### src/rtl/mabt_pkg.sv
// Shared types, sizes and codes for the masked address block table.
`timescale 1ns / 1ps
`default_nettype none
package mabt_pkg;

  // Table sizing
  localparam int TABLE_DEPTH = 64;
  localparam int IDX_W       = $clog2(TABLE_DEPTH);
  localparam int CNT_W       = $clog2(TABLE_DEPTH + 1);
  localparam int POS_W       = 7;
  localparam int USED_W      = 7;
  localparam int CMP_W       = (CNT_W > POS_W) ? CNT_W : POS_W;

  // Command queue between front and back
  localparam int CMDQ_DEPTH  = 2;
  localparam int CMDQ_PTR_W  = $clog2(CMDQ_DEPTH);
  localparam int CMDQ_CNT_W  = $clog2(CMDQ_DEPTH + 1);

  // Opcodes
  localparam logic [1:0] OP_LOOKUP = 2'd0;
  localparam logic [1:0] OP_ADD    = 2'd1;
  localparam logic [1:0] OP_REMOVE = 2'd2;

  // Result status codes
  localparam logic [1:0] STATUS_OK        = 2'd0;
  localparam logic [1:0] STATUS_FULL      = 2'd1;
  localparam logic [1:0] STATUS_NOT_FOUND = 2'd2;

  typedef struct packed {
    logic [1:0]       opcode;
    logic [31:0]      client_address;
    logic [31:0]      block_address;
    logic [31:0]      block_mask;
    logic [31:0]      expiry_seconds;
    logic [POS_W-1:0] entry_position;
    logic [31:0]      now_seconds;
  } in_beat_t;

  typedef struct packed {
    logic              blocked;
    logic [1:0]        status;
    logic [USED_W-1:0] entries_used;
  } out_beat_t;

  // Classified command kinds
  typedef enum logic [2:0] {
    CMD_NOP,
    CMD_LOOKUP,
    CMD_ADD,
    CMD_REMOVE,
    CMD_BAD_POS
  } cmd_kind_t;

  // key: client (lookup) or block address (add); stamp: now (lookup) or expiry (add)
  typedef struct packed {
    cmd_kind_t        kind;
    logic [31:0]      key;
    logic [31:0]      mask;
    logic [31:0]      stamp;
    logic [POS_W-1:0] pos;
  } cmd_t;

  typedef struct packed {
    logic [31:0] addr;
    logic [31:0] mask;
    logic [31:0] expiry;
  } entry_t;

endpackage
`default_nettype wire

### src/rtl/mabt_front.sv
// Front end: takes input beats and classifies them into queue commands.
`timescale 1ns / 1ps
`default_nettype none
module mabt_front (
  input  wire logic              in_valid,
  output logic                   in_ready,
  input  wire mabt_pkg::in_beat_t in_data,
  input  wire logic              q_full,
  output logic                   push,
  output mabt_pkg::cmd_t         cmd
);

  assign in_ready = !q_full;
  assign push     = in_valid && !q_full;

  // Decode opcode, fold trivial cases into no-op / reject
  always_comb begin
    cmd.kind  = mabt_pkg::CMD_NOP;
    cmd.key   = in_data.client_address;
    cmd.mask  = in_data.block_mask;
    cmd.stamp = in_data.now_seconds;
    cmd.pos   = in_data.entry_position;
    case (in_data.opcode)
      mabt_pkg::OP_LOOKUP: begin
        // zero client never matches
        if (in_data.client_address != 32'd0) begin
          cmd.kind = mabt_pkg::CMD_LOOKUP;
        end
      end
      mabt_pkg::OP_ADD: begin
        cmd.kind  = mabt_pkg::CMD_ADD;
        cmd.key   = in_data.block_address;
        cmd.stamp = in_data.expiry_seconds;
      end
      mabt_pkg::OP_REMOVE: begin
        if (in_data.entry_position == '0) begin
          cmd.kind = mabt_pkg::CMD_BAD_POS;
        end else begin
          cmd.kind = mabt_pkg::CMD_REMOVE;
        end
      end
      default: begin
        cmd.kind = mabt_pkg::CMD_NOP;
      end
    endcase
  end

endmodule
`default_nettype wire

### config.mk
export PLATFORM = sky130hd
export DESIGN_NAME = mabt_front
export DESIGN_NICKNAME = d
export VERILOG_FILES = /design/src/rtl/mabt_pkg.sv /design/src/rtl/mabt_front.sv
export SDC_FILE = /design/constraint.sdc
export NUM_CORES = 1
export LEC_CHECK = 0
export BUFFER_PORTS_ARGS = -buffer_cell sky130_fd_sc_hd__buf_2
export CAP_MARGIN = 20
export CORE_AREA = 2 2 109 111
export DETAILED_ROUTE_END_ITERATION = 8
export DIE_AREA = 0 0 111 113
export SYNTH_ARGS = -nofsm -noshare
export SYNTH_HDL_FRONTEND = slang
export SYNTH_SLANG_ARGS = --single-unit
### constraint.sdc
create_clock -name vclk -period 1.9
set_clock_uncertainty 0.2 [all_clocks]
set_input_delay 0.38 -clock vclk [all_inputs]
set_output_delay 0.38 -clock vclk [all_outputs]
set_load 0.03 [all_outputs]
# After elaboration in Yosys (flattened, before gate mapping)
# Cells that the tools add are included.
[classes] reduce_logical=5 muxes=5 n_eq_ne=2
[ops] op="32-bit two-way mux" count=2
[ops] op="32-bit nonzero test" count=1
[ops] op="3-bit one-hot mux with 3 select lines" count=1
[ops] op="7-bit zero test" count=1
[ops] op="3-bit two-way mux" count=1
[ops] op="2-bit by 1-bit == test with 1-bit output, second input constant" count=1
[ops] op="2-bit == test, second input constant" count=1
[ops] op="2-bit zero test" count=1
[ops] op="1-bit logical AND" count=1
[ops] op="1-bit zero test" count=1
[ops] op="1-bit two-way mux" count=1
[word_totals] in_bits=171 ff_bits=0

# Depth between registers and ports, before layout
[logic_depth] depth_word=3 mapped_depth=4 depth_no_buf=3

# Least setup slack after synthesis
# OpenSTA, ideal clock, no wires.
[synth_path] path_type="input -> output" startpoint="in in_data[34] (netlist name)" endpoint="out cmd[105] (netlist name)" t_arrival_ps=1275 cell_stages=3 setup_slack_ps=45 n_path_buf=0 t_required_ps=1320 path_cell_list="nor4_1 nand2_1 nor2_1"
[synth_rtl] element="from (decl)" line="mabt_front.sv:7" rtl="input wire mabt_pkg::in_beat_t in_data,"
[synth_rtl] element="to (decl)" line="mabt_front.sv:10" rtl="output mabt_pkg::cmd_t cmd"

==> metrics.md <==
| Metric | Value |
|---|---|
| Most frequent cells in the layout | 145 x buf_2, 75 x buf_6, 64 x mux2_4 |
| CP Capture Type | primary output |
| IO buf count | 215 |
| Synth warn | 0 |
| Placed Instances | 459 |
| Drt wl/cell | between 15 and 20 um |
| Hold WC Path Type | input port to primary output |
| DRC | 0 |
| Die height | 113 um |
| Via density | 3.86 |
| Storage cell area | 0 um2 |
| Switch share | 0.463 |
| CP startpoint kind | input port |
| Die Wd | 111 um |
| Vias | about 1.8k |
| Setup TNS | -12.76 ns |
| Vias in the first global route | 1816 |
| Post-DP HPWL | 5.20 mm |
| Violated checks | setup timing |
| Least-Margin Pin Slew | 0.320 ns |
| Post-DP Area | 2430 um2 |
| Fill cells | 1157 |
| Setup ws final | -0.220 ns |
| Fin nets | 503 |
| Total GRT Usage | 0.0907 |
| Peak Freq | 472 MHz |
| NetSw | 0.479 mW |
| Post-Syn Instances | 134 |
| Most common cell after layout, fill and taps aside | buf_2 |
| Drt first-iter violations | 22 |
| Status | finished with violations |
| Hold Path Cell Cnt | 0 |
| Int Power | around 0.56 mW |
| Syn Area/Cell | 11.0 um2 |
| Row cnt | 39 |
| Count of different cell masters after synthesis | 18 |
| Worst Path Required | 1.32 ns |
| Pre-CTS setup slack | -0.344 ns |
| Final setup viols | 66 |
| I/O pins | 279 |
| Seq_cells | 0 |
| WL final | 7.30 mm |
| Post-route ant nets | 0 |
| Power share of the clock group | 0 |
| Multi-input gate area | 1150 um2 |
| Crit Path Max Fanout | 5 |
| Fin cells | about 480 |
| Min cycle time layout | roughly 2.1 ns |
| Leakage | 1.72 nW |
| Largest net degree at the start of global routing | 19 |
| Post-layout util | 0.289 |
| Mapped cell area | around 1500 um2 |
| Peak VDD IR | 0.128 mV |
| Layout cell share with drive strength beyond 1 | 0.945 |
| Starting density of the core | 0.130 |
| Crit path DAT | 1.54 ns |
| Initial antenna violation count | 2 |
| Post-synth net total | 305 |
| Max Cap Viol | 0 |
| First-pass iteration count of the detailed router | 3 |
| RSZ-0062 raised after global routing | true |
| Logic pwr share | 1.000 |
| First-pass GRT wire length | 9.25 mm |
| Final period util | 1.12 |
| Final Cell Area | 3250 um2 |
| Grt ovf | 0 |
| Fin. max-slew vios | 0 |
| CP Class | input port to primary output |
| Hold Fails Final Rpt | 0 |
| Area added between synthesis and finish | 121% |
| Die ar. | 12500 um2 |
| Seq pwr share | 0 |
| GP Congestion | approximately 0.79 |
| CLK BUF | 0 |
| Normalized max-slew margin | 0.786 |
| Core Box Area | 11300 um2 |
| Register area share after synthesis | 0 |
| Cell area power density | 318 nW/um2 |
final cells by class:
type	count	share of cell area
inverters	1	0.00115
well taps	143	0.0550
diodes	2	0.00154
repair buffers	242	0.590
multi-input cells	87	0.353
cell usage after synthesis, drive strengths merged:
cell,number,share of area
o31a,1,0.0060
nor4,8,0.034
a31oi,1,0.0043
nor2b,2,0.014
nand2,2,0.0051
inv,1,0.0026
mux2,64,0.62
a21oi,1,0.0034
nand3,1,0.0034
nor3,2,0.0068
or2,1,0.0043
nand4,1,0.0043
or2b,1,0.0051
buf,46,0.29
nor2,2,0.0051
metal layers:
layer | global-route usage | up-vias | wire length, um
met5 | 0 | - | 0
met3 | 0.0198 | 8 | 769
met2 | 0.196 | 160 | 4230
li1 | - | 847 | -
met1 | 0.0845 | 820 | 2210
met4 | 0.0225 | 0 | 96
timing repair:
item	CTS	global route
hold buffers	0	0
endpoints found under the setup margin	67	66
gates resized for setup	113	72
setup buffers	5	1
cloned	4	5
pin swaps	2	5
power groups by stage:
stage / Clock (mW) / Sequential [mW] / Combinational (mW)
floorplan: 0 / 0 / 0.637
global placement: 0 / 0 / 0.760
detailed placement: 0 / 0 / 0.768
CTS: 0 / 0 / 0.945
global route: 0.000000141 / 0 / 1.08
finish: 0.000000141 / 0 / 1.03
through the flow:
step	hold slack (ns)	total power [mW]
finish	0.560	1.03
CTS	0.560	0.945
global route	0.560	1.08
global placement	0.560	0.760
floorplan	0.670	0.637
detailed placement	0.560	0.768
cells by family after synthesis:
kind of cell	count (synthesis)	share of synthesized area
compound gates	3	0.0136
mux	64	0.616
simple gates	20	0.0818
buf+inv	47	0.289
critical path, stage by stage:
cell	delay (ns)
buf_6	0.10
buf_6	0.11
nor2b_4	0.17
buf_6	0.17
clkbuf_16	0.16
mux2_4	0.30
buf_6	0.14
path summary, 6_finish.rpt:
check / slack [ns] / startpoint / to
min: 0.56 / in_data[88] / cmd[56]
max: -0.22 / in_data[168] / cmd[17]
Power figures use the tool's default switching activity.
