## config.mk

```make
export PLATFORM = sky130hd
export DESIGN_NAME = mabt_cmd_fifo
export DESIGN_NICKNAME = d
export VERILOG_FILES = /design/src/rtl/mabt_pkg.sv /design/src/rtl/mabt_cmd_fifo.sv
export SDC_FILE = /design/constraint.sdc
export NUM_CORES = 1
export LEC_CHECK = 0
export BUFFER_PORTS_ARGS = -buffer_cell sky130_fd_sc_hd__clkbuf_2
export CAP_MARGIN = 10
export CELL_PAD_IN_SITES_DETAIL_PLACEMENT = 1
export CELL_PAD_IN_SITES_GLOBAL_PLACEMENT = 1
export CORE_MARGIN = 2
export CORE_UTILIZATION = 47
export DETAILED_ROUTE_END_ITERATION = 10
export PLACE_DENSITY_LB_ADDON = 0.1
export SKIP_LAST_GASP = 1
export SYNTH_ARGS = -nofsm -noshare
export SYNTH_HDL_FRONTEND = slang
export SYNTH_SLANG_ARGS = --single-unit
```

## constraint.sdc

```tcl
create_clock -name clk -period 19 [get_ports clk]
set_input_delay 3.8 -clock clk [delete_from_list [all_inputs] [get_ports clk]]
set_output_delay 3.8 -clock clk [all_outputs]
set_load 0.005 [all_outputs]
```

## src/rtl/mabt_pkg.sv

```systemverilog
// Shared types, sizes and codes for the masked address block table.
`timescale 1ns / 1ps
`default_nettype none
package mabt_pkg;

  // Table sizing
  localparam int TABLE_DEPTH = 64;
  localparam int IDX_W       = $clog2(TABLE_DEPTH);
  localparam int CNT_W       = $clog2(TABLE_DEPTH + 1);
  localparam int POS_W       = 7;
  localparam int USED_W      = 7;
  localparam int CMP_W       = (CNT_W > POS_W) ? CNT_W : POS_W;

  // Command queue between front and back
  localparam int CMDQ_DEPTH  = 2;
  localparam int CMDQ_PTR_W  = $clog2(CMDQ_DEPTH);
  localparam int CMDQ_CNT_W  = $clog2(CMDQ_DEPTH + 1);

  // Opcodes
  localparam logic [1:0] OP_LOOKUP = 2'd0;
  localparam logic [1:0] OP_ADD    = 2'd1;
  localparam logic [1:0] OP_REMOVE = 2'd2;

  // Result status codes
  localparam logic [1:0] STATUS_OK        = 2'd0;
  localparam logic [1:0] STATUS_FULL      = 2'd1;
  localparam logic [1:0] STATUS_NOT_FOUND = 2'd2;

  typedef struct packed {
    logic [1:0]       opcode;
    logic [31:0]      client_address;
    logic [31:0]      block_address;
    logic [31:0]      block_mask;
    logic [31:0]      expiry_seconds;
    logic [POS_W-1:0] entry_position;
    logic [31:0]      now_seconds;
  } in_beat_t;

  typedef struct packed {
    logic              blocked;
    logic [1:0]        status;
    logic [USED_W-1:0] entries_used;
  } out_beat_t;

  // Classified command kinds
  typedef enum logic [2:0] {
    CMD_NOP,
    CMD_LOOKUP,
    CMD_ADD,
    CMD_REMOVE,
    CMD_BAD_POS
  } cmd_kind_t;

  // key: client (lookup) or block address (add); stamp: now (lookup) or expiry (add)
  typedef struct packed {
    cmd_kind_t        kind;
    logic [31:0]      key;
    logic [31:0]      mask;
    logic [31:0]      stamp;
    logic [POS_W-1:0] pos;
  } cmd_t;

  typedef struct packed {
    logic [31:0] addr;
    logic [31:0] mask;
    logic [31:0] expiry;
  } entry_t;

endpackage
`default_nettype wire

```

## src/rtl/mabt_cmd_fifo.sv

```systemverilog
// Short command queue between the front end and the table engine.
`timescale 1ns / 1ps
`default_nettype none
module mabt_cmd_fifo (
  input  wire logic           clk,
  input  wire logic           rst,
  input  wire logic           push,
  input  wire mabt_pkg::cmd_t push_data,
  input  wire logic           pop,
  output mabt_pkg::cmd_t      head,
  output logic                full,
  output logic                empty
);

  mabt_pkg::cmd_t                   slots [mabt_pkg::CMDQ_DEPTH];
  logic [mabt_pkg::CMDQ_PTR_W-1:0]  wr_ptr;
  logic [mabt_pkg::CMDQ_PTR_W-1:0]  rd_ptr;
  logic [mabt_pkg::CMDQ_CNT_W-1:0]  fill;

  localparam logic [mabt_pkg::CMDQ_PTR_W-1:0] LAST_PTR =
    mabt_pkg::CMDQ_PTR_W'(mabt_pkg::CMDQ_DEPTH - 1);
  localparam logic [mabt_pkg::CMDQ_CNT_W-1:0] FULL_CNT =
    mabt_pkg::CMDQ_CNT_W'(mabt_pkg::CMDQ_DEPTH);

  assign head  = slots[rd_ptr];
  assign full  = (fill == FULL_CNT);
  assign empty = (fill == '0);

  // Storage
  always_ff @(posedge clk) begin
    if (push) begin
      slots[wr_ptr] <= push_data;
    end
  end

  // Pointers and fill level
  always_ff @(posedge clk) begin
    if (rst) begin
      wr_ptr <= '0;
      rd_ptr <= '0;
      fill   <= '0;
    end else begin
      if (push) begin
        wr_ptr <= (wr_ptr == LAST_PTR) ? '0 : wr_ptr + 1'b1;
      end
      if (pop) begin
        rd_ptr <= (rd_ptr == LAST_PTR) ? '0 : rd_ptr + 1'b1;
      end
      if (push && !pop) begin
        fill <= fill + 1'b1;
      end else if (pop && !push) begin
        fill <= fill - 1'b1;
      end
    end
  end

endmodule
`default_nettype wire

```

# After elaboration in Yosys (flattened, before gate mapping)
# Memories as Yosys holds them, arrays and structs flattened. A register that Yosys moved wholly into a read port is not among the register bits.
# Index checks and enable logic that the tools add are counted.
[word_totals]
regBits = 4
latch_bits = 0
ramBits = 212
rom_bits = 0
out_inout_bits = 108
n_memories = 1
[classes]
n_addsub = 4
multipliers = 0
div = 0
magnitude_cmp = 0
eq_ne = 1
n_shift = 0
n_mux = 8
n_bitwise = 0
n_reduce_logical = 6
[memory_table]
columns = ["name", "depth", "word_bits", "read_ports", "rd_clocked_by_memory_dff", "wr", "line_no", "rtl"]
rows = [
  ["slots", 2, 106, 1, 1, 1, "mabt_cmd_fifo.sv:15", "mabt_pkg::cmd_t slots [mabt_pkg::CMDQ_DEPTH];"],
]
[op_table]
columns = ["op", "n"]
rows = [
  ["$mux W1", 6],
  ["$mux W2", 2],
  ["$add A1 B1 Y1 const B", 2],
  ["$add A2 B1 Y2 const B", 1],
  ["$eq A2 B2 Y1 const B", 1],
  ["$logic_and A1 B1 Y1", 2],
  ["$logic_not A1 Y1", 2],
  ["$logic_not A2 Y1", 1],
  ["$reduce_bool A2 Y1", 1],
  ["$sub A2 B1 Y2 const B", 1],
]

# Depth between registers and ports, before layout
# Gate-level depths: netlist of the first run.
[depth]
word_depth = 4
ltp_mapped = 5
mapped_depth_nobuf = 5

# Worst setup path after synthesis of the first run
# Ideal clock, no wire load.
[synth_timing]
path_type = "input port to flip-flop"
startpoint = "input push"
endpoint = "memory slots[0][0] (netlist bit), enable pin"
t_arrival_ns = 8.408
setup_slack_ns = 10.007
cell_stages = 1
cell_sequence = "nor2b_1"
[synth_between]
elab_chain_cells = 2
[synth_rtl]
columns = ["item", "line_no", "rtl"]
rows = [
  ["from (decl)", "mabt_cmd_fifo.sv:7", "input wire logic push,"],
  ["$mux W1", "mabt_cmd_fifo.sv:31", "if (push) begin"],
  ["$mux W1 (implied by the code)", "mabt_cmd_fifo.sv:32", "slots[wr_ptr] <= push_data;"],
  ["to (decl)", "mabt_cmd_fifo.sv:15", ""],
]
# Every way passes these cells.

==> results of run 1 <==
## state kept, by name (all words and copies together), names as in the netlist, named ones only
signal  cells
fill        2
rd_ptr      1
slots     212
wr_ptr      1
## critical path, delay by kind of cell, from the launching register on
family	cells	cell delay (ns)
buffers and inverters	2	1.03
flip-flops	1	0.67
multiplexers	1	0.43
## worst paths after layout
| kind | depth (start not counted) | slack (ns) | endpoint | startpoint |
|---|---|---|---|---|
| min | 2 | 0.52 | flop | rd_ptr |
| min reg2reg | 2 | 0.52 | flop | rd_ptr |
| max reg2reg | 2 | 16.64 | slots[0][86] | wr_ptr |
| max | 3 | 12.46 | head[16] | flop |
## through the flow
step	cells	instance area [um2]	power, mW	hold slack (ns)
detailed placement	780	9313	0.6896	0.5074
global placement	780	9313	0.6858	0.4889
global route	824	10070	1.158	0.5403
finish	824	10070	1.119	0.5176
floorplan	352	8013	0.6399	0.4608
CTS	823	10070	1.133	0.5226
## layout by cell type (no fill, tap or decap), types with 2 or more instances in the layout
master     count
clkbuf_2     217
edfxtp_1     212
mux2_2        66
mux2_4        40
clkbuf_16     25
clkbuf_1       7
nor2_1         5
clkinv_2       4
dfxtp_1        4
clkinv_1       3
buf_4          3
xor2_1         2
xnor2_1        2
bufinv_16      2
## final cells by class
| cell class | count | area, um2 |
|---|---|---|
| Sequential cell | 217 | 6470 |
| Antenna cell | 1 | 2.502 |
| Tap cell | 220 | 275.3 |
| Inverter | 1 | 3.754 |
| Multi-Input combinational cell | 122 | 1455 |
| Clock inverter | 11 | 107.6 |
| Clock buffer | 32 | 651.9 |
| Timing Repair Buffer | 220 | 1109 |
| Fill cell | 1553 | 6568 |
## power breakdown
part / leakage (nW) / switching [mW] / internal, mW
registers: 2.03 / 0.0108 / 0.559
clock network: 0.370 / 0.173 / 0.268
logic: 1.52 / 0.0505 / 0.0570
## logic make-up after synthesis
logic type	share of synthesized area
AO/OA/AOI/OAI	0.001248
XOR/XNOR	0.004373
adder cells (fa/ha/maj)	0.001561
buffers and inverters	0.01265
flip-flops	0.8070
multiplexers	0.1677
AND/OR/NAND/NOR	0.005466
## metal layers
metal | vias to the layer above | wire (um)
met4 | 0 | 557
li1 | 1870 | -
met3 | 35 | 1192
met1 | 1984 | 6274
met5 | - | 0
met2 | 166 | 7806
==> out/results.tsv, run 1 <==
stage	metric	value	unit
status	status	completed	
hold_path	min_path_type	reg -> reg	
logic_synthesis	synth_top_flop_cell	edfxtp_1	
route	num_vias	4055	
floorplan	die-area	18110	um2
critical_path	crit_chain	buf_4, mux2_2, clkbuf_2	
clock_tree	clockBufferDepth	3	
grt	grt_max_degree	86	
grt	grt_first_pass_wirelength	23650	um
grt	grt_overflow_total	0	
clock_tree	cts_tree	done	
critical_path	cpPeakStageDelay	0.91	ns
logic_synthesis	syn-num-nets	463	
floorplan	fp.dieW	134.6	um
logic_synthesis	ys_top_cells_by_count	edfxtp_1 (212), mux2_2 (66), mux2_4 (40)	
run	max_cap_violations	0	
route	drtIter0Drc	156	
floorplan	fp-row-count	47	
power	p_per_area	111.1	nW/um2
floorplan	fp.dieH	134.6	um
route	ant_nets	0	
logic_synthesis	synth-async-reset-ratio	0	
logic_synthesis	yosys-top-cells-area	edfxtp_1 (79%), mux2_2 (9.3%), mux2_4 (7.5%)	
critical_path	cpMaxStageDelayCell	buf_4	
finish	final_util	0.6054	
critical_path	critical_path.max_fanout	72	
timing	rsz0062_at_grt	no	
floorplan	ioPinCount	218	
placed_design	place.port_buffers	217	
grt	grt_pass1_vias	4477	
floorplan	fp.coreArea	16640	um2
power	ir_drop	0.07562	mV
route	firstDrtPassIters	4	
timing	setup_violations	0	
timing	fin_tns_setup	0	ns
critical_path	cp-start-kind	flop	
finish	drive_above_1_share	0.6003	
logic_synthesis	synth_cell_types	16	
power	p_leak	3.921	nW
timing	max_slew_margin	0.1983	
floorplan	start_util	0.4815	
route	wl_per_cell	19.21	um
timing	final_hold_viol_count	0	
route	drc_errors	0	
finish	synthToLayoutAreaGrowth	25.73	%
logic_synthesis	synth_edf_count	212	
clock_tree	cts_setup_buffers	0	
clock_tree	root_buffer	clkbuf_16	
timing	finalCritPeriodShare	0.3444	
clock_tree	cts.sinks	217	
logic_synthesis	netlist.area_leader.share	0.7945	
logic_synthesis	synth.largest_area_cell	edfxtp_1	
grt	gr-usage-all-layers	0.1709	
route	finalWirelength	15830	um
logic_synthesis	synth-seq-cells	217	
timing	maxSlewViolCount	0	
timing	fmax	0.1528	GHz
critical_path	crit_required	15.20	ns
critical_path	criticalPathCategory	reg -> out	
route	routed_via_density	4.921	
clock_tree	clkTransAtPathRegs	0.06	ns
logic_synthesis	syn_area	8013	um2
clock_tree	clock_latency	0.49	ns
clock_tree	cts_made_buffers	24	
placed_design	hpwl	10120	um
clock_tree	ctsResizeCount	0	
logic_synthesis	yosys_warnings	0	
grt	antenna_found_initial	1	
clock_tree	cts.htree.levels	1	
logic_synthesis	ys_seq_area_frac	0.8070	
critical_path	arrival	2.74	ns
grt	grt_util_met2	0.2922	
timing	setup_ws	12.46	ns
placed_design	place_ws	12.93	ns
logic_synthesis	syn_avg_cell_area	22.76	um2
timing	period_needed	6.544	ns
timing	skew	0.004282	ns
clock_tree	cts_hold_buffers	0	
placed_design	routabilityCongestion	0.7520	
logic_synthesis	yosysMostFrequentCell	edfxtp_1	
timing	worst_slew_pin_slew	1.203	ns
grt	met1_usage	0.2050	
logic_synthesis	syn_inst	352	
grt	grtUsageMet3	0.04767	
grt	grt-busiest-layer	met2	
critical_path	critPathCaptureType	output pin	
finish	fin_nets	697	
Note: power is estimated with default switching activity, not from simulation.
==> inputs of run 2 (changes only) <==
--- a/config.mk
+++ b/config.mk
@@ -5,12 +5,13 @@
 export SDC_FILE = /design/constraint.sdc
 export NUM_CORES = 1
 export LEC_CHECK = 0
+export ABC_AREA = 1
 export BUFFER_PORTS_ARGS = -buffer_cell sky130_fd_sc_hd__clkbuf_2
 export CAP_MARGIN = 10
 export CELL_PAD_IN_SITES_DETAIL_PLACEMENT = 1
 export CELL_PAD_IN_SITES_GLOBAL_PLACEMENT = 1
 export CORE_MARGIN = 2
-export CORE_UTILIZATION = 47
+export CORE_UTILIZATION = 40
 export DETAILED_ROUTE_END_ITERATION = 10
 export PLACE_DENSITY_LB_ADDON = 0.1
 export SKIP_LAST_GASP = 1
==> constraint.sdc (replaced) <==
create_clock -name clk -period 5.4 [get_ports clk]
set_input_delay 1.08 -clock clk [delete_from_list [all_inputs] [get_ports clk]]
set_output_delay 1.08 -clock clk [all_outputs]
set_load 0.005 [all_outputs]
==> run 2 against run 1 <==
Against the previous run: setup slack got worse by 11 ns; critical path type unchanged; clock skew about the same; power increased to 3.5 times the previous value; non-clock buffer count increased by 1; clock power increased to 3.6 times the previous value; sequential share of layout area decreased by 0.59 points; global-route usage decreased by 2.1 points; die area increased by 17%; synthesized cell count increased by 3.1%.
==> out/results.tsv, run 2 <==
stage	metric	value	unit	change
status	status	completed		unchanged
timing	final_hold_viol_count	0		unchanged
route	routed_via_density	4.651		was 4.921
critical_path	critical_path.max_fanout	69		was 72
finish	synthToLayoutAreaGrowth	26.57	%	was 25.73%
timing	max_slew_margin	0.2581		was 0.1983
placed_design	routabilityCongestion	0.7486		was 0.7520
timing	period_needed	3.625	ns	
finish	drive_above_1_share	0.5922		was 0.6003
logic_synthesis	yosys_warnings	0		unchanged
logic_synthesis	syn-num-nets	474		was 463
run	max_cap_violations	0		unchanged
placed_design	place_area	9410	um2	was 9313 um2
finish	seq_area	6470	um2	unchanged
floorplan	ioPinCount	218		unchanged
clock_tree	ctsResizeCount	0		unchanged
finish	largest_reg_flops	212		unchanged
clock_tree	cts_tree	done		unchanged
route	num_vias	4088		was 4055
timing	fin_tns_setup	0	ns	unchanged
grt	antenna_found_initial	2		was 1
logic_synthesis	ys_top_cells_by_count	edfxtp_1 (212), mux2_2 (66), mux2_4 (40)		unchanged
grt	grt_overflow_total	0		unchanged
logic_synthesis	syn_area	8034	um2	was 8013 um2
finish	largest-register	slots		unchanged
logic_synthesis	yosys-top-cells-area	edfxtp_1 (79%), mux2_2 (9.3%), mux2_4 (7.5%)		unchanged
clock_tree	cts_hold_buffers	0		unchanged
clock_tree	root_buffer	clkbuf_16		unchanged
route	drc_errors	0		unchanged
timing	finalCritPeriodShare	0.6713		
critical_path	criticalPathCategory	reg -> out		unchanged
route	drtIter0Drc	212		was 156
power	p_leak	3.963	nW	was 3.921 nW
critical_path	cp-start-kind	flop		unchanged
timing	maxSlewViolCount	0		unchanged
logic_synthesis	synth_top_flop_cell	edfxtp_1		unchanged
critical_path	crit_required	4.32	ns	was 15.20 ns
finish	final_cell_mix	clkbuf_2 (217), edfxtp_1 (212), mux2_2 (66), mux2_4 (40), clkbuf_16 (23)		was clkbuf_2 (217), edfxtp_1 (212), mux2_2 (66), mux2_4 (40), clkbuf_16 (25)
finish	top_regs	slots (212), fill (2)		unchanged
route	finalWirelength	16120	um	was 15830 um
placed_design	place.port_buffers	217		unchanged
clock_tree	clock_latency	0.49	ns	about the same
finish	design_area	10170	um2	was 10070 um2
critical_path	crit_chain	buf_4, mux2_2, clkbuf_2		unchanged
logic_synthesis	synth_cell_types	16		unchanged
logic_synthesis	synth-async-reset-ratio	0		unchanged
floorplan	fp.dieH	145.7	um	was 134.6 um
floorplan	fp.coreArea	19590	um2	was 16640 um2
logic_synthesis	netlist.area_leader.share	0.7924		was 0.7945
critical_path	critPathCaptureType	output pin		unchanged
route	wl_per_cell	18.33	um	was 19.21 um
finish	final_common_cell	clkbuf_2		unchanged
floorplan	die-area	21230	um2	was 18110 um2
hold_path	min_path_type	reg -> reg		unchanged
grt	grt_pass1_vias	4604		was 4477
logic_synthesis	yosysMostFrequentCell	edfxtp_1		unchanged
floorplan	start_util	0.4101		was 0.4815
clock_tree	cts.sinks	217		unchanged
logic_synthesis	synth_edf_count	212		unchanged
clock_tree	cts_setup_buffers	0		unchanged
grt	gr-usage-all-layers	0.1499		was 0.1709
power	ir_drop	0.2761	mV	was 0.07562 mV
floorplan	fp.dieW	145.7	um	was 134.6 um
logic_synthesis	syn_avg_cell_area	22.13	um2	was 22.76 um2
finish	fin_nets	708		was 697
finish	fillCellCount	1890		was 1553
critical_path	arrival	2.55	ns	was 2.74 ns
timing	rsz0062_at_grt	no		unchanged
route	ant_nets	0		unchanged
grt	grt_max_degree	91		was 86
timing	setup_violations	0		unchanged
timing	fmax	0.2758	GHz	
logic_synthesis	syn_inst	363		was 352
timing	worst_slew_pin_slew	1.113	ns	was 1.203 ns
route	firstDrtPassIters	4		unchanged
clock_tree	cts.htree.levels	1		unchanged
critical_path	cp_num_buf_inv	2		unchanged
finish	multi_input_area	1444	um2	was 1455 um2
floorplan	fp-row-count	51		was 47
clock_tree	clockBufferDepth	3		unchanged
clock_tree	cts_made_buffers	23		was 24
placed_design	hpwl	10840	um	was 10120 um
critical_path	cpPeakStageDelay	1.04	ns	was 0.91 ns
timing	skew	0.004397	ns	was 0.004282 ns
finish	final_util	0.5191		was 0.6054
critical_path	cpMaxStageDelayCell	dfxtp_4		was buf_4
power	p_per_area	384.5	nW/um2	was 111.1 nW/um2
logic_synthesis	synth-seq-cells	217		unchanged
clock_tree	clkTransAtPathRegs	0.06	ns	about the same
logic_synthesis	ys_seq_area_frac	0.8049		was 0.8070
logic_synthesis	synth.largest_area_cell	edfxtp_1		unchanged
grt	grt_first_pass_wirelength	24980	um	was 23650 um
critical_path	cp_top_family	flip-flops		was buffers and inverters
## run 2: cell types whose count changed after synthesis, sizes merged
cell   before  now
nand3       0    1
xor2        2    0
nor2        5    7
nand4       0    1
or3         1    0
xnor2       2    1
nor2b       2    0
nand2       0    5
inv         1    9
and2        1    0
nor3        0    1
## run 2: area by class of cell
type / instances / share of cell area
tap: 265 / 0.03261
clock inverter: 11 / 0.01513
inverter: 9 / 0.003568
clock buffer: 30 / 0.05919
antenna: 1 / 0.0002461
timing repair buffer: 221 / 0.1110
sequential: 217 / 0.6363
multi-input combinational: 125 / 0.1420
## run 2: tightest hold or removal path, stage by stage, from the launching register on
cell     delay (ns)
dfxtp_1        0.32
xnor2_1        0.08
nor2_1         0.08
## run 2: where the power goes
group          internal, mW  leakage (nW)  switching (mW)
clock network         0.974         0.373           0.591
logic                 0.191          1.56           0.155
registers              1.95          2.03          0.0462
total                  3.12          3.96           0.792
## run 2: per-stage QoR
| stage | hold slack, ns | worst slack, ns | cells | power [mW] |
|---|---|---|---|---|
| after CTS | 0.5230 | 1.700 | 878 | 3.971 |
| after floorplan | 0.4799 | 1.114 | 363 | 2.216 |
| final | 0.5216 | 1.775 | 879 | 3.910 |
| after global placement | 0.4964 | 2.246 | 837 | 2.376 |
| after detailed placement | 0.5058 | 2.237 | 837 | 2.390 |
| after global routing | 0.5577 | 1.612 | 879 | 4.060 |
## run 2: path summary, 6_finish.rpt
kind	startpoint	endpoint	slack (ns)	cells after the start
max	flop	head[91]	1.77	3
min	rd_ptr	flop	0.52	2
max reg2reg	wr_ptr	slots[1][17]	3.21	3
min reg2reg	rd_ptr	flop	0.52	2
## run 2: routing by layer
layer | vias up | track usage | wire, um
met1 | 2000 | 0.1711 | 6310
met3 | 33 | 0.05266 | 1376
li1 | 1894 | - | -
met4 | 0 | 0.05539 | 490
met5 | - | 0 | 0
met2 | 161 | 0.2601 | 7938
## run 2: cell families after synthesis
logic type / synth area share
buf+inv: 0.01635
fa+ha+maj: 0.001557
simple gates: 0.007631
flops: 0.8049
mux: 0.1673
xor+xnor: 0.001090
compound gates: 0.001245
==> inputs of run 3 (changes only) <==
==> constraint.sdc (replaced) <==
create_clock -name clk -period 3 [get_ports clk]
set_input_delay 0.6 -clock clk [delete_from_list [all_inputs] [get_ports clk]]
set_output_delay 0.6 -clock clk [all_outputs]
set_load 0.005 [all_outputs]
==> run 3 against run 2 <==
Against the previous run: clock power is 77% higher; highest routed layer unchanged; sequential power up 78%; core utilization increased by 0.22 points; cell count grew 0.46%; setup slack worse by 1.2 ns.
==> out/results.tsv, run 3 (synthesis results as in run 2) <==
stage	metric	value	unit	change
status	status	completed		unchanged
timing	fin_tns_setup	0	ns	unchanged
finish	final_cells	883		was 879
timing	hold_slack	0.2872	ns	was 0.5216 ns
route	drtIter0Drc	158		was 212
timing	fmax	0.4199	GHz	
clock_tree	cts_setup_buffers	0		unchanged
finish	final_util	0.5212		was 0.5191
clock_tree	cts.htree.levels	1		unchanged
power	p_per_area	686.7	nW/um2	was 384.5 nW/um2
finish	largest_reg_flops	212		unchanged
hold_path	whs_path_depth	1		was 2
critical_path	critical_path.max_fanout	56		was 69
critical_path	criticalPathCategory	reg -> out		unchanged
hold_path	hold_start	push_data[24]		was rd_ptr
route	routed_via_density	4.644		was 4.651
timing	maxSlewViolCount	0		unchanged
timing	finalCritPeriodShare	0.7938		
grt	antenna_found_initial	1		was 2
timing	setup_ws	0.6187	ns	was 1.775 ns
critical_path	crit_required	2.40	ns	was 4.32 ns
grt	gr-usage-all-layers	0.1491		was 0.1499
timing	max_slew_margin	0.4704		was 0.2581
finish	fin_nets	711		was 708
timing	worst_slew_pin_slew	0.7943	ns	was 1.113 ns
placed_design	place_area	9452	um2	was 9410 um2
grt	grt_pass1_vias	4482		was 4604
hold_path	min_path_type	in -> reg		was reg -> reg
power	p_leak	3.971	nW	was 3.963 nW
placed_design	place.port_buffers	217		unchanged
grt	grt_max_degree	59		was 91
timing	setup_violations	0		unchanged
floorplan	fp-row-count	51		unchanged
critical_path	r2r-end	slots[1][91]		was slots[1][17]
timing	rsz0062_at_grt	no		unchanged
finish	diodes	0		was 1
critical_path	cp-start-kind	flop		unchanged
route	firstDrtPassIters	4		unchanged
floorplan	start_util	0.4101		unchanged
finish	final_cell_mix	clkbuf_2 (217), edfxtp_1 (212), mux2_2 (66), mux2_4 (40), clkbuf_16 (25)		was clkbuf_2 (217), edfxtp_1 (212), mux2_2 (66), mux2_4 (40), clkbuf_16 (23)
timing	final_hold_viol_count	0		unchanged
clock_tree	cts.sinks	217		unchanged
power	p_total	7.012	mW	was 3.910 mW
finish	fillCellCount	1920		was 1890
power	ir_drop	0.4293	mV	was 0.2761 mV
floorplan	fp.coreArea	19590	um2	unchanged
route	num_vias	4101		was 4088
floorplan	fp.dieW	145.7	um	unchanged
route	finalWirelength	16080	um	was 16120 um
finish	design_area	10210	um2	was 10170 um2
hold_path	holdPathEnd	slots[1][24]		
critical_path	critPathCaptureType	output pin		unchanged
critical_path	reg2reg_from	wr_ptr		unchanged
clock_tree	ctsResizeCount	0		unchanged
floorplan	die-area	21230	um2	unchanged
run	max_cap_violations	0		unchanged
clock_tree	clkTransAtPathRegs	0.06	ns	about the same
route	wl_per_cell	18.21	um	was 18.33 um
finish	drive_above_1_share	0.5906		was 0.5922
finish	largest-register	slots		unchanged
clock_tree	clockBufferDepth	3		unchanged
finish	seq_area	6470	um2	unchanged
critical_path	arrival	1.78	ns	was 2.55 ns
clock_tree	cts_hold_buffers	0		unchanged
route	ant_nets	0		unchanged
clock_tree	cts_made_buffers	24		was 23
clock_tree	cts_tree	done		unchanged
placed_design	place_ws	1.061	ns	was 2.237 ns
critical_path	r2r_slack	1.42	ns	was 3.21 ns
clock_tree	clock_latency	0.50	ns	was 0.49 ns
placed_design	dp_cells	839		was 837
timing	period_needed	2.381	ns	
placed_design	routabilityCongestion	0.7197		was 0.7486
finish	final_common_cell	clkbuf_2		unchanged
finish	synthToLayoutAreaGrowth	27.10	%	was 26.57%
grt	grt_overflow_total	0		unchanged
route	drc_errors	0		unchanged
floorplan	fp.dieH	145.7	um	unchanged
floorplan	ioPinCount	218		unchanged
grt	grt_first_pass_wirelength	24820	um	was 24980 um
critical_path	worstRegToRegCells	3		unchanged
finish	top_regs	slots (212), fill (2)		unchanged
placed_design	hpwl	10820	um	was 10840 um
timing	skew	0.009840	ns	was 0.004397 ns
clock_tree	root_buffer	clkbuf_16		unchanged
finish	multi_input_area	1444	um2	unchanged
[run 3: changes by cell type in the layout (fill, tap and decap cells not counted)]
cell | previous run | this run
clkbuf_16 | 23 | 25
diode_2 | 1 | 0
clkinv_1 | 1 | 6
bufinv_16 | 4 | 2
clkinv_2 | 6 | 5
inv_4 | 1 | 0
clkbuf_1 | 7 | 5
buf_12 | 1 | 3
clkinvlp_4 | 0 | 2
[run 3: worst max-delay path: stages (launching register included)]
cell and delay [ns]:
dfxtp_4 0.37, buf_12 0.29, mux2_2 0.40, clkbuf_2 0.13
[run 3: report_power, final]
group	leakage, nW	switching, mW	internal [mW]	total (mW)
Clock	0.371	1.10	1.69	2.78
Sequential	2.03	0.0400	3.51	3.55
Combinational	1.57	0.326	0.351	0.677
Total	3.97	1.46	5.55	7.01
[run 3: cell type report]
| class | count | area share |
|---|---|---|
| flip-flops and latches | 217 | 0.6336 |
| inverters | 9 | 0.003676 |
| multi-input cells | 125 | 0.1414 |
| clock inverters | 14 | 0.01127 |
| well taps | 265 | 0.03247 |
| clock buffers | 30 | 0.06311 |
| repair buffers | 223 | 0.1144 |
[run 3: worst max path at each step]
| stage | from | to | slack [ns] |
|---|---|---|---|
| after detailed placement | push | slots[0][46] | 1.06 |
| after floorplan | push | slots[1][0] | 0.35 |
| after CTS | flop | head[103] | 0.62 |
| after global placement | push | slots[0][50] | 1.07 |
| final | flop | head[103] | 0.62 |
| after global routing | flop | head[103] | 0.58 |
[run 3: routing by layer]
metal | up-vias | wire (um) | share of wire | GRT usage
met5 | - | 0 | 0 | 0
met2 | 154 | 7768 | 0.48 | 0.2479
met4 | 0 | 286 | 0.018 | 0.03824
li1 | 1899 | - | - | -
met3 | 21 | 1444 | 0.090 | 0.05831
met1 | 2027 | 6582 | 0.41 | 0.1831
